<file path="config.mk">
export PLATFORM = sky130hd
export DESIGN_NAME = sync_header_frame_parser
export DESIGN_NICKNAME = d
export VERILOG_FILES = /design/src/shfp_pkg.sv /design/src/sync_header_frame_parser.sv
export SDC_FILE = /design/constraint.sdc
export NUM_CORES = 1
export LEC_CHECK = 0
export BUFFER_PORTS_ARGS = -buffer_cell sky130_fd_sc_hd__buf_4
export CAP_MARGIN = 25
export CORE_ASPECT_RATIO = 1.2
export CORE_MARGIN = 8
export CORE_UTILIZATION = 40
export CTS_CLUSTER_DIAMETER = 30
export CTS_CLUSTER_SIZE = 10
export DETAILED_ROUTE_END_ITERATION = 10
export HOLD_SLACK_MARGIN = 0.02
export MAX_ROUTING_LAYER = met4
export PLACE_DENSITY_LB_ADDON = 0.2
export SYNTH_ARGS = -nofsm -noshare
export SYNTH_HDL_FRONTEND = slang
export SYNTH_SLANG_ARGS = --single-unit
export TNS_END_PERCENT = 100
</file>
<file path="constraint.sdc">
create_clock -name clk -period 2 [get_ports clk]
set_clock_uncertainty 0.1 [all_clocks]
set_input_delay 0.3 -clock clk [delete_from_list [all_inputs] [get_ports clk]]
set_output_delay 0.3 -clock clk [all_outputs]
set_load 0.02 [all_outputs]
</file>
<file path="src/shfp_pkg.sv">
// shared types and constants for the sync header frame parser
package shfp_pkg;

  // hard ceiling on payload length, independent of the max_length register
  localparam int MAX_PAYLOAD = 8;

  // configuration register indexes
  typedef enum logic [1:0] {
    CFG_SYNC_FIRST  = 2'd0,
    CFG_SYNC_SECOND = 2'd1,
    CFG_SYNC_THIRD  = 2'd2,
    CFG_MAX_LENGTH  = 2'd3
  } cfg_idx_t;

  // header hunt stages
  typedef enum logic [2:0] {
    ST_FIRST   = 3'd0,
    ST_SECOND  = 3'd1,
    ST_THIRD   = 3'd2,
    ST_LENGTH  = 3'd3,
    ST_PAYLOAD = 3'd4
  } stage_t;

  // reset values of the configuration registers
  localparam logic [7:0] SYNC_FIRST_RST  = 8'hFF;
  localparam logic [7:0] SYNC_SECOND_RST = 8'h5A;
  localparam logic [7:0] SYNC_THIRD_RST  = 8'hA5;
  localparam logic [3:0] MAX_LENGTH_RST  = 4'd8;

endpackage

</file>
<file path="src/sync_header_frame_parser.sv">
// sync header frame parser: header hunt, length check and payload streaming
//
// Takes one received serial byte per request and hunts for a three-byte sync
// header (sync_first, sync_second, sync_third), then a length byte, then that
// many payload bytes. A header byte that does not match is dropped and the
// hunt restarts at the first header byte; the dropped byte is not re-checked
// as a new header start. A length of zero, or one above the smaller of
// max_length and the fixed ceiling of 8, is rejected the same way. Header and
// length bytes give no result; every payload byte gives one result with its
// index, the announced frame length and a last flag on the final byte.
// Timing: a request enters an input register, is parsed from there and its
// result lands in the output register, which drives out_valid. One request
// is accepted every cycle as long as the output side keeps up; a stalled
// output register holds back the parse stage, which in turn raises in_stall
// once it is occupied.
// Configuration is a plain write port and is expected only while idle.
module sync_header_frame_parser (
  input  logic       clk,
  input  logic       rst_n,
  // input requests
  input  logic       in_valid,
  output logic       in_stall,
  input  logic [7:0] in_rx_byte,
  // result requests
  output logic       out_valid,
  input  logic       out_stall,
  output logic [7:0] out_payload_byte,
  output logic [2:0] out_byte_index,
  output logic [3:0] out_frame_length,
  output logic       out_last_byte,
  // configuration writes
  input  logic       cfg_we,
  input  logic [1:0] cfg_index,
  input  logic [7:0] cfg_wdata
);

  // configuration registers
  logic [7:0] sync_first_r;
  logic [7:0] sync_second_r;
  logic [7:0] sync_third_r;
  logic [3:0] max_length_r;

  // input register stage
  logic       s1_valid_r;
  logic [7:0] s1_byte_r;

  // parser state
  shfp_pkg::stage_t stage_r, stage_nxt;
  logic [3:0]       frame_len_r, frame_len_nxt;
  logic [2:0]       count_r, count_nxt;

  // output register
  logic       out_valid_r;
  logic [7:0] out_byte_r;
  logic [2:0] out_index_r;
  logic [3:0] out_len_r;
  logic       out_last_r;

  logic       s1_hold;
  logic       s1_fire;
  logic       in_accept;
  logic       emit;
  logic       last;
  logic [3:0] len_limit;
  logic       len_bad;

  // handshake: parse stage waits while the output register is stalled
  assign s1_hold   = out_valid_r && out_stall;
  assign s1_fire   = s1_valid_r && !s1_hold;
  assign in_stall  = s1_valid_r && s1_hold;
  assign in_accept = in_valid && !in_stall;

  // length limit is the smaller of max_length and the fixed ceiling
  assign len_limit = (max_length_r > 4'(shfp_pkg::MAX_PAYLOAD)) ?
                     4'(shfp_pkg::MAX_PAYLOAD) : max_length_r;
  assign len_bad   = (s1_byte_r == 8'd0) || (s1_byte_r > {4'd0, len_limit});

  // next state of the hunt
  always_comb begin
    stage_nxt     = stage_r;
    frame_len_nxt = frame_len_r;
    count_nxt     = count_r;
    unique case (stage_r)
      shfp_pkg::ST_SECOND: begin
        stage_nxt = (s1_byte_r == sync_second_r) ? shfp_pkg::ST_THIRD :
                                                   shfp_pkg::ST_FIRST;
      end
      shfp_pkg::ST_THIRD: begin
        stage_nxt = (s1_byte_r == sync_third_r) ? shfp_pkg::ST_LENGTH :
                                                  shfp_pkg::ST_FIRST;
      end
      shfp_pkg::ST_LENGTH: begin
        if (len_bad) begin
          stage_nxt = shfp_pkg::ST_FIRST;
        end else begin
          stage_nxt     = shfp_pkg::ST_PAYLOAD;
          frame_len_nxt = s1_byte_r[3:0];
        end
      end
      shfp_pkg::ST_PAYLOAD: begin
        if (last) begin
          stage_nxt = shfp_pkg::ST_FIRST;
        end else begin
          count_nxt = count_r + 3'd1;
        end
      end
      default: begin
        // unreachable codes behave like the first header stage
        stage_nxt = (s1_byte_r == sync_first_r) ? shfp_pkg::ST_SECOND :
                                                  shfp_pkg::ST_FIRST;
      end
    endcase
    // a restarted hunt clears the frame bookkeeping
    if (stage_nxt == shfp_pkg::ST_FIRST) begin
      frame_len_nxt = 4'd0;
      count_nxt     = 3'd0;
    end
  end

  // outputs of the hunt: only payload bytes give a result
  always_comb begin
    emit = 1'b0;
    last = 1'b0;
    unique case (stage_r)
      shfp_pkg::ST_PAYLOAD: begin
        emit = 1'b1;
        last = ({1'b0, count_r} + 4'd1) >= frame_len_r;
      end
      default: begin
        emit = 1'b0;
        last = 1'b0;
      end
    endcase
  end

  // configuration writes
  always_ff @(posedge clk) begin
    if (!rst_n) begin
      sync_first_r  <= shfp_pkg::SYNC_FIRST_RST;
      sync_second_r <= shfp_pkg::SYNC_SECOND_RST;
      sync_third_r  <= shfp_pkg::SYNC_THIRD_RST;
      max_length_r  <= shfp_pkg::MAX_LENGTH_RST;
    end else if (cfg_we) begin
      unique case (shfp_pkg::cfg_idx_t'(cfg_index))
        shfp_pkg::CFG_SYNC_FIRST:  sync_first_r  <= cfg_wdata;
        shfp_pkg::CFG_SYNC_SECOND: sync_second_r <= cfg_wdata;
        shfp_pkg::CFG_SYNC_THIRD:  sync_third_r  <= cfg_wdata;
        shfp_pkg::CFG_MAX_LENGTH:  max_length_r  <= cfg_wdata[3:0];
        default: ;
      endcase
    end
  end

  // input register
  always_ff @(posedge clk) begin
    if (!rst_n) begin
      s1_valid_r <= 1'b0;
    end else if (in_accept) begin
      s1_valid_r <= 1'b1;
    end else if (s1_fire) begin
      s1_valid_r <= 1'b0;
    end
  end

  always_ff @(posedge clk) begin
    if (in_accept) begin
      s1_byte_r <= in_rx_byte;
    end
  end

  // parser state advances once per parsed byte
  always_ff @(posedge clk) begin
    if (!rst_n) begin
      stage_r     <= shfp_pkg::ST_FIRST;
      frame_len_r <= 4'd0;
      count_r     <= 3'd0;
    end else if (s1_fire) begin
      stage_r     <= stage_nxt;
      frame_len_r <= frame_len_nxt;
      count_r     <= count_nxt;
    end
  end

  // output register; free whenever the parse stage fires
  always_ff @(posedge clk) begin
    if (!rst_n) begin
      out_valid_r <= 1'b0;
    end else if (s1_fire && emit) begin
      out_valid_r <= 1'b1;
    end else if (!out_stall) begin
      out_valid_r <= 1'b0;
    end
  end

  always_ff @(posedge clk) begin
    if (s1_fire && emit) begin
      out_byte_r  <= s1_byte_r;
      out_index_r <= count_r;
      out_len_r   <= frame_len_r;
      out_last_r  <= last;
    end
  end

  assign out_valid        = out_valid_r;
  assign out_payload_byte = out_byte_r;
  assign out_byte_index   = out_index_r;
  assign out_frame_length = out_len_r;
  assign out_last_byte    = out_last_r;

`ifndef NO_ASSERTIONS
  // a parsed payload byte always shows up as a result next cycle
  assert property (@(posedge clk) disable iff (!rst_n)
    s1_fire && stage_r == shfp_pkg::ST_PAYLOAD |=> out_valid)
    else $error("payload byte did not reach the output register");

  // index stays inside the announced frame
  assert property (@(posedge clk) disable iff (!rst_n)
    out_valid |-> ({1'b0, out_byte_index} < out_frame_length))
    else $error("byte index beyond frame length");

  // last flag exactly on the final byte
  assert property (@(posedge clk) disable iff (!rst_n)
    out_valid |-> (out_last_byte == (({1'b0, out_byte_index} + 4'd1) == out_frame_length)))
    else $error("last flag does not match final byte");

  // payload stage always holds a legal frame length
  assert property (@(posedge clk) disable iff (!rst_n)
    stage_r == shfp_pkg::ST_PAYLOAD |->
      (frame_len_r != 4'd0) && (frame_len_r <= 4'(shfp_pkg::MAX_PAYLOAD)) &&
      ({1'b0, count_r} < frame_len_r))
    else $error("payload stage with illegal length or count");
`endif

endmodule

</file>
==> impl_metrics.toml, run 1 <==
[hold_path]
min_to = "s1_byte_r[4]$_DFFE_PP_"
worstHoldPathCells = 1
hold_path.class = "in -> reg"
holdCritStartpoint = "in_rx_byte[4]"

[placed_design]
dp_hpwl_mm = 4.82
numPortBuffers = 40
dpl-instance-area_um2 = 3380
gp_congestion = 0.778

[yosys]
ys_seq_area_share_pct = 53.9
ys_top_cells_by_count = "46 x nand2_1, 40 x dfxtp_1, 24 x edfxtp_1"
yosys_register_bits = 64
synth_edf_count = 24
yosysMostFrequentCell = "nand2_1"
synth_area_um2 = 2830
synth_area_leaders = "dfxtp_1 28%, edfxtp_1 26%, nand2_1 6.1%"
yosysTopAreaCell = "dfxtp_1"
netlist_instances = 267
synth_nets = 299
async_reset_ff_share_pct = 0
yosysWarnings = 0
synthFlopType = "dfxtp_1"
yosysUniqueCellTypes = 45
avgSynthCellArea_um2 = 10.6
synth_top_area_share_pct = 28.3

[setup_path]
critPathLaunchType = "flop"
reg2reg_slack_ns = -0.10
r2r-end = "frame_len_r[3]$_SDFFE_PN0P_"
rr_startpoint = "count_r[0]$_SDFFE_PN0P_"
path_class = "reg -> reg"
reg2regPathDepth = 7
crit_path_end_kind = "flop"
required_ns = 2.14
cp_max_fo = 4
critPathArrivalTime_ns = 2.24

[floorplanning]
die_h_um = 108
start_util_pct = 41.2
placementRows = 33
die_area_um2 = 10000
ios = 41
die_w_um = 92.7
coreArea_um2 = 6850

[run_status]
status = "finished, violations left"
failed_checks = "setup timing"

[timing]
max_clock_freq_mhz = 475
maxSlewViolCount = 0
setup_viol = 8
fin_ws_ns = -0.104
worstMarginPinSlew_ns = 0.572
tns_ns = -0.522
relSlewSlack_pct = 61.8
period_share_pct = 105
period_minus_slack_ns = 2.10
rsz0062_at_grt = "true"
hold_violations = 0

[clocking]
cts_buffers = 9
cts_buffer_depth = 2
cts_root_buf = "clkbuf_8"
htree_levels = 3
hold_buffers = 0
cts_tree = "yes"
clkTransAtPathRegs_ns = 0.07
clkLatencyLatePin_ns = 0.34
clock-sinks = 64

[route]
drt_iter0_markers = 77
routed.top_layer = "met4"
route.vias.total = 2130
drc_errors = 0
ant_nets = 0
dr.pass1.iters = 4
drt-total-wl_mm = 6.52
m1WireLength_mm = 3.05
wl_met2_mm = 3.07
wl_met3_um = 303
vias_per_cell = 4.91
wire_per_inst_um = 15.0

[global_routing]
grt_pass1_wl_mm = 10.6
antenna_found_initial = 0
grt-ovfl-total = 0
grt_pass1_vias = 2119
track_usage_pct = 14.0
grt_max_degree = 44

[cells_and_area]
num_antenna_cells = 0
n_fill_cell = 665
drive_gt1_share_pct = 31.7
num-nets-final = 374
design_area_um2 = 3730
syn2layout_area_growth_pct = 31.9

[run]
cap_violations = 0

[power]
powerDensity_nw_per_um2 = 782
p_leak_nw = 1.60
irDropWorstVdd_v = 0.000397
## final cells by class
class | instances | area [um^2] | area share, %
flip-flops and latches | 64 | 1530 | 41.0
multi-input cells | 186 | 1280 | 34.4
repair buffers | 73 | 556 | 14.9
clock buffers | 12 | 176 | 4.73
well taps | 87 | 109 | 2.92
clock inverters | 4 | 48.8 | 1.31
inverters | 8 | 30.0 | 0.806
## layout by cell type, fill, tap and decap left out, types with 3 or more instances in the layout
master and instances:
a21boi_0 5, a21oi_1 3, and3_1 4, buf_4 71
clkbuf_8 11, dfxtp_1 38, edfxtp_1 24, ha_1 7
inv_1 8, mux2i_1 12, nand2_1 46, nand3_1 16
nand4_1 4, nor2_1 10, nor2b_1 10, nor3_1 3
nor3_2 3, xnor2_1 16, xor2_1 8
## logic make-up after synthesis
kind of cell               share of synthesized area [%]
xor gates and xnor gates                            8.06
adders and majority gates                           3.99
DFF                                                 53.9
and+or+nand+nor                                     19.9
AOI/OAI and AO/OA                                   7.26
buffers and inverters                               2.70
muxes                                               4.25
## per-stage QoR
stage / hold WS (ns) / worst slack, ns / utilization [%] / power, mW / instances
3_5_place_dp: 0.351 / -0.150 / 49.4 / 1.70 / 409
4_1_cts: 0.0239 / -0.116 / 53.2 / 2.93 / 429
5_1_grt: 0.0204 / -0.177 / 54.4 / 3.02 / 434
6_report: 0.0346 / -0.104 / 54.4 / 2.91 / 434
2_1_floorplan: 0.299 / -0.00819 / - / 1.59 / 267
3_3_place_gp: 0.351 / -0.147 / 49.4 / 1.70 / 409
## per-layer routing
layer | vias up | GRT usage [%]
li1 | 1087 | -
met5 | - | -
met1 | 986 | 17.0
met2 | 48 | 21.3
met4 | 0 | 7.27
met3 | 9 | 3.05
## flip-flops by register name (all words and copies together), names as in the netlist
register	count
out_payload_byte	8
s1_byte_r	8
count_r	3
out_byte_index	3
max_length_r	4
out_frame_length	4
sync_first_r	8
stage_r	3
sync_third_r	8
frame_len_r	4
out_last_byte	1
sync_second_r	8
s1_valid_r	1
out_valid	1
## critical path: stages, from the launching register on
cell and delay [ns]:
dfxtp_4 0.36, ha_4 0.16, xor2_1 0.14, ha_2 0.33, o21ai_2 0.06, o21a_2 0.22, or3_4 0.39, a32o_2 0.25
## worst max path at each step
stage                                        from                     endpoint  cells after the start
after detailed placement   s1_byte_r[0]$_DFFE_PP_  frame_len_r[3]$_SDFFE_PN0P_                      6
final                     count_r[0]$_SDFFE_PN0P_  frame_len_r[3]$_SDFFE_PN0P_                      7
after global placement     s1_byte_r[0]$_DFFE_PP_  frame_len_r[0]$_SDFFE_PN0P_                      6
after global routing      count_r[0]$_SDFFE_PN0P_  frame_len_r[3]$_SDFFE_PN0P_                      7
after CTS                  s1_byte_r[0]$_DFFE_PP_  frame_len_r[3]$_SDFFE_PN0P_                      6
after floorplan           count_r[0]$_SDFFE_PN0P_  frame_len_r[0]$_SDFFE_PN0P_                      7
## timing repair
item | CTS | global route
setup buffers | 4 | 5
gates cloned | 0 | 0
setup endpoints to repair | 7 | 8
pin swaps | 8 | 3
resized for setup | 1 | 12
## report_power, final
group	switching [mW]	internal, mW
combinational	0.127	0.134
sequential	0.0389	1.39
clock	0.506	0.717
No activity file was read; power rests on OpenSTA's default activity.
==> run 2, diff against run 1 <==
CTS_BUF_LIST = sky130_fd_sc_hd__clkbuf_16   (was not set)
==> run 2 against run 1 <==
Global-route usage is 0.10 points higher. Critical path depth stayed put. Cell area is 3.1% higher. Die area stayed put. Largest power group is now the clock network. The flow still finishes with violations (setup timing). Combinational power hardly changed. Largest cell class unchanged. Critical endpoint unchanged. Sequential power hardly changed. Sequential share of layout area is 1.2 points lower. First-iteration DRC count is 1.3% lower. Total power is 12% higher. Critical path type unchanged. Cell count stayed put. Count of clock-buffer cells in the layout is 2 lower.
==> impl_metrics.toml, run 2 (same netlist as run 1, synthesis figures left out) <==
[power]
pwr-share-seq_pct = 43.8
p_leak_nw = 1.64
irDropWorstVdd_v = 0.000620
switching_share_pct = 21.9
p_clk_share_pct = 48.3
powerDensity_nw_per_um2 = 852
power_switching_mw = 0.716
p_int_mw = 2.56
pwr-share-comb_pct = 7.9

[setup_path]
reg2regPathDepth = 7
critPathLaunchType = "flop"
rr_startpoint = "s1_byte_r[0]$_DFFE_PP_"
critPathArrivalTime_ns = 2.25
r2r-end = "frame_len_r[3]$_SDFFE_PN0P_"
reg2reg_slack_ns = -0.13
path_class = "reg -> reg"
cp_max_fo = 5
required_ns = 2.12
crit_path_end_kind = "flop"

[cells_and_area]
num-nets-final = 374
design_area_um2 = 3840
fin_cells = 434
drive_gt1_share_pct = 32.9
layout_commonest_cell = "buf_4"
num_antenna_cells = 0
syn2layout_area_growth_pct = 36.0
final_cell_mix = "71 x buf_4, 46 x nand2_1, 38 x dfxtp_1"

[timing]
rsz0062_at_grt = "true"
worstMarginPinSlew_ns = 0.587
maxSlewViolCount = 0
period_minus_slack_ns = 2.13
fin_ws_ns = -0.131
hold_violations = 0
period_share_pct = 107
relSlewSlack_pct = 60.8
setup_viol = 7
max_clock_freq_mhz = 469

[route]
routed.top_layer = "met4"
vias_per_cell = 4.88
route.vias.total = 2119
drc_errors = 0
wl_met2_mm = 3.18
ant_nets = 0
drt_iter0_markers = 76
dr.pass1.iters = 4
drt-total-wl_mm = 6.66
m1WireLength_mm = 3.08
wl_met3_um = 333
wire_per_inst_um = 15.4

[clocking]
cts_root_buf = "clkbuf_16"
cts_buffer_depth = 2
cts_buffers = 9
htree_levels = 3
cts_tree = "yes"
clock-sinks = 64
clkLatencyLatePin_ns = 0.33
clkTransAtPathRegs_ns = 0.05

[global_routing]
grt_pass1_vias = 2124
track_usage_pct = 14.1
antenna_found_initial = 0
grt_pass1_wl_mm = 10.7
grt_max_degree = 44
grt-ovfl-total = 0

[placed_design]
dpl-instance-area_um2 = 3380
gp_congestion = 0.778
dp_hpwl_mm = 4.82
numPortBuffers = 40
placed_cells = 409

[hold_path]
holdCritStartpoint = "in_rx_byte[4]"
min_to = "s1_byte_r[4]$_DFFE_PP_"
worstHoldPathCells = 1
hold_path.class = "in -> reg"

[floorplanning]
die_w_um = 92.7
placementRows = 33
start_util_pct = 41.2
ios = 41
coreArea_um2 = 6850
die_area_um2 = 10000
die_h_um = 108

[run_status]
failed_checks = "setup timing"
status = "finished, violations left"

[run]
cap_violations = 0
==> run 2: changes by cell type in the layout (fill, tap and decap cells not counted), sizes merged <==
| cell | change |
|---|---|
| inv | +1 |
| clkinv | +1 |
| clkbuf | -2 |
==> run 2: how the worst max path moves through the flow <==
stage                                  startpoint  cells past startpoint                          end
after floorplan           count_r[0]$_SDFFE_PN0P_                      7  frame_len_r[0]$_SDFFE_PN0P_
after global placement     s1_byte_r[0]$_DFFE_PP_                      6  frame_len_r[0]$_SDFFE_PN0P_
after detailed placement   s1_byte_r[0]$_DFFE_PP_                      6  frame_len_r[3]$_SDFFE_PN0P_
after CTS                 count_r[0]$_SDFFE_PN0P_                      7  frame_len_r[3]$_SDFFE_PN0P_
after global routing       s1_byte_r[0]$_DFFE_PP_                      7  frame_len_r[3]$_SDFFE_PN0P_
final                      s1_byte_r[0]$_DFFE_PP_                      7  frame_len_r[3]$_SDFFE_PN0P_
==> run 2: power groups by stage <==
stage	clock network, mW	registers, mW	logic (mW)
after CTS	1.61	1.43	0.249
after global routing	1.67	1.44	0.286
after global placement	0	1.46	0.240
final	1.58	1.43	0.260
after detailed placement	0	1.46	0.241
after floorplan	0	1.46	0.137
==> run 2: what timing repair did <==
item                                    CTS  global route
pin swaps                                13             6
hold buffers                              0             0
buffers inserted                          4             5
resized for setup                         6            12
endpoints found under the setup margin    7             8
==> run 2: layout make-up <==
class,instances,area [um^2]
Multi-Input combinational cell,186,1310
Sequential cell,64,1530
Inverter,8,30.0
Fill cell,642,3010
Clock buffer,10,250
Tap cell,87,109
Timing Repair Buffer,73,556
Clock inverter,6,56.3
==> run 2: critical path: stages (launching register included) <==
cell and delay (ns):
edfxtp_1 0.51, buf_6 0.17, or4_4 0.52, nand4_1 0.13, a21oi_2 0.06, buf_4 0.13, and3_4 0.18, a32o_2 0.22
==> run 2: metrics by stage <==
stage | setup TNS (ns) | hold slack [ns] | setup WS (ns) | util, % | total power, mW
2_1_floorplan | -0.0179 | 0.299 | -0.00819 | - | 1.59
3_3_place_gp | -0.945 | 0.351 | -0.147 | 49.4 | 1.70
3_5_place_dp | -0.872 | 0.351 | -0.150 | 49.4 | 1.70
4_1_cts | -0.363 | 0.0399 | -0.0722 | 54.6 | 3.30
5_1_grt | -1.11 | 0.0368 | -0.189 | 56.0 | 3.40
6_report | -0.609 | 0.0500 | -0.131 | 56.0 | 3.27
==> run 2: metal layers <==
| metal | up-vias | global-route usage (%) |
|---|---|---|
| met4 | 0 | 5.88 |
| met3 | 6 | 4.09 |
| met5 | - | - |
| met1 | 969 | 17.2 |
| met2 | 55 | 21.2 |
| li1 | 1089 | - |
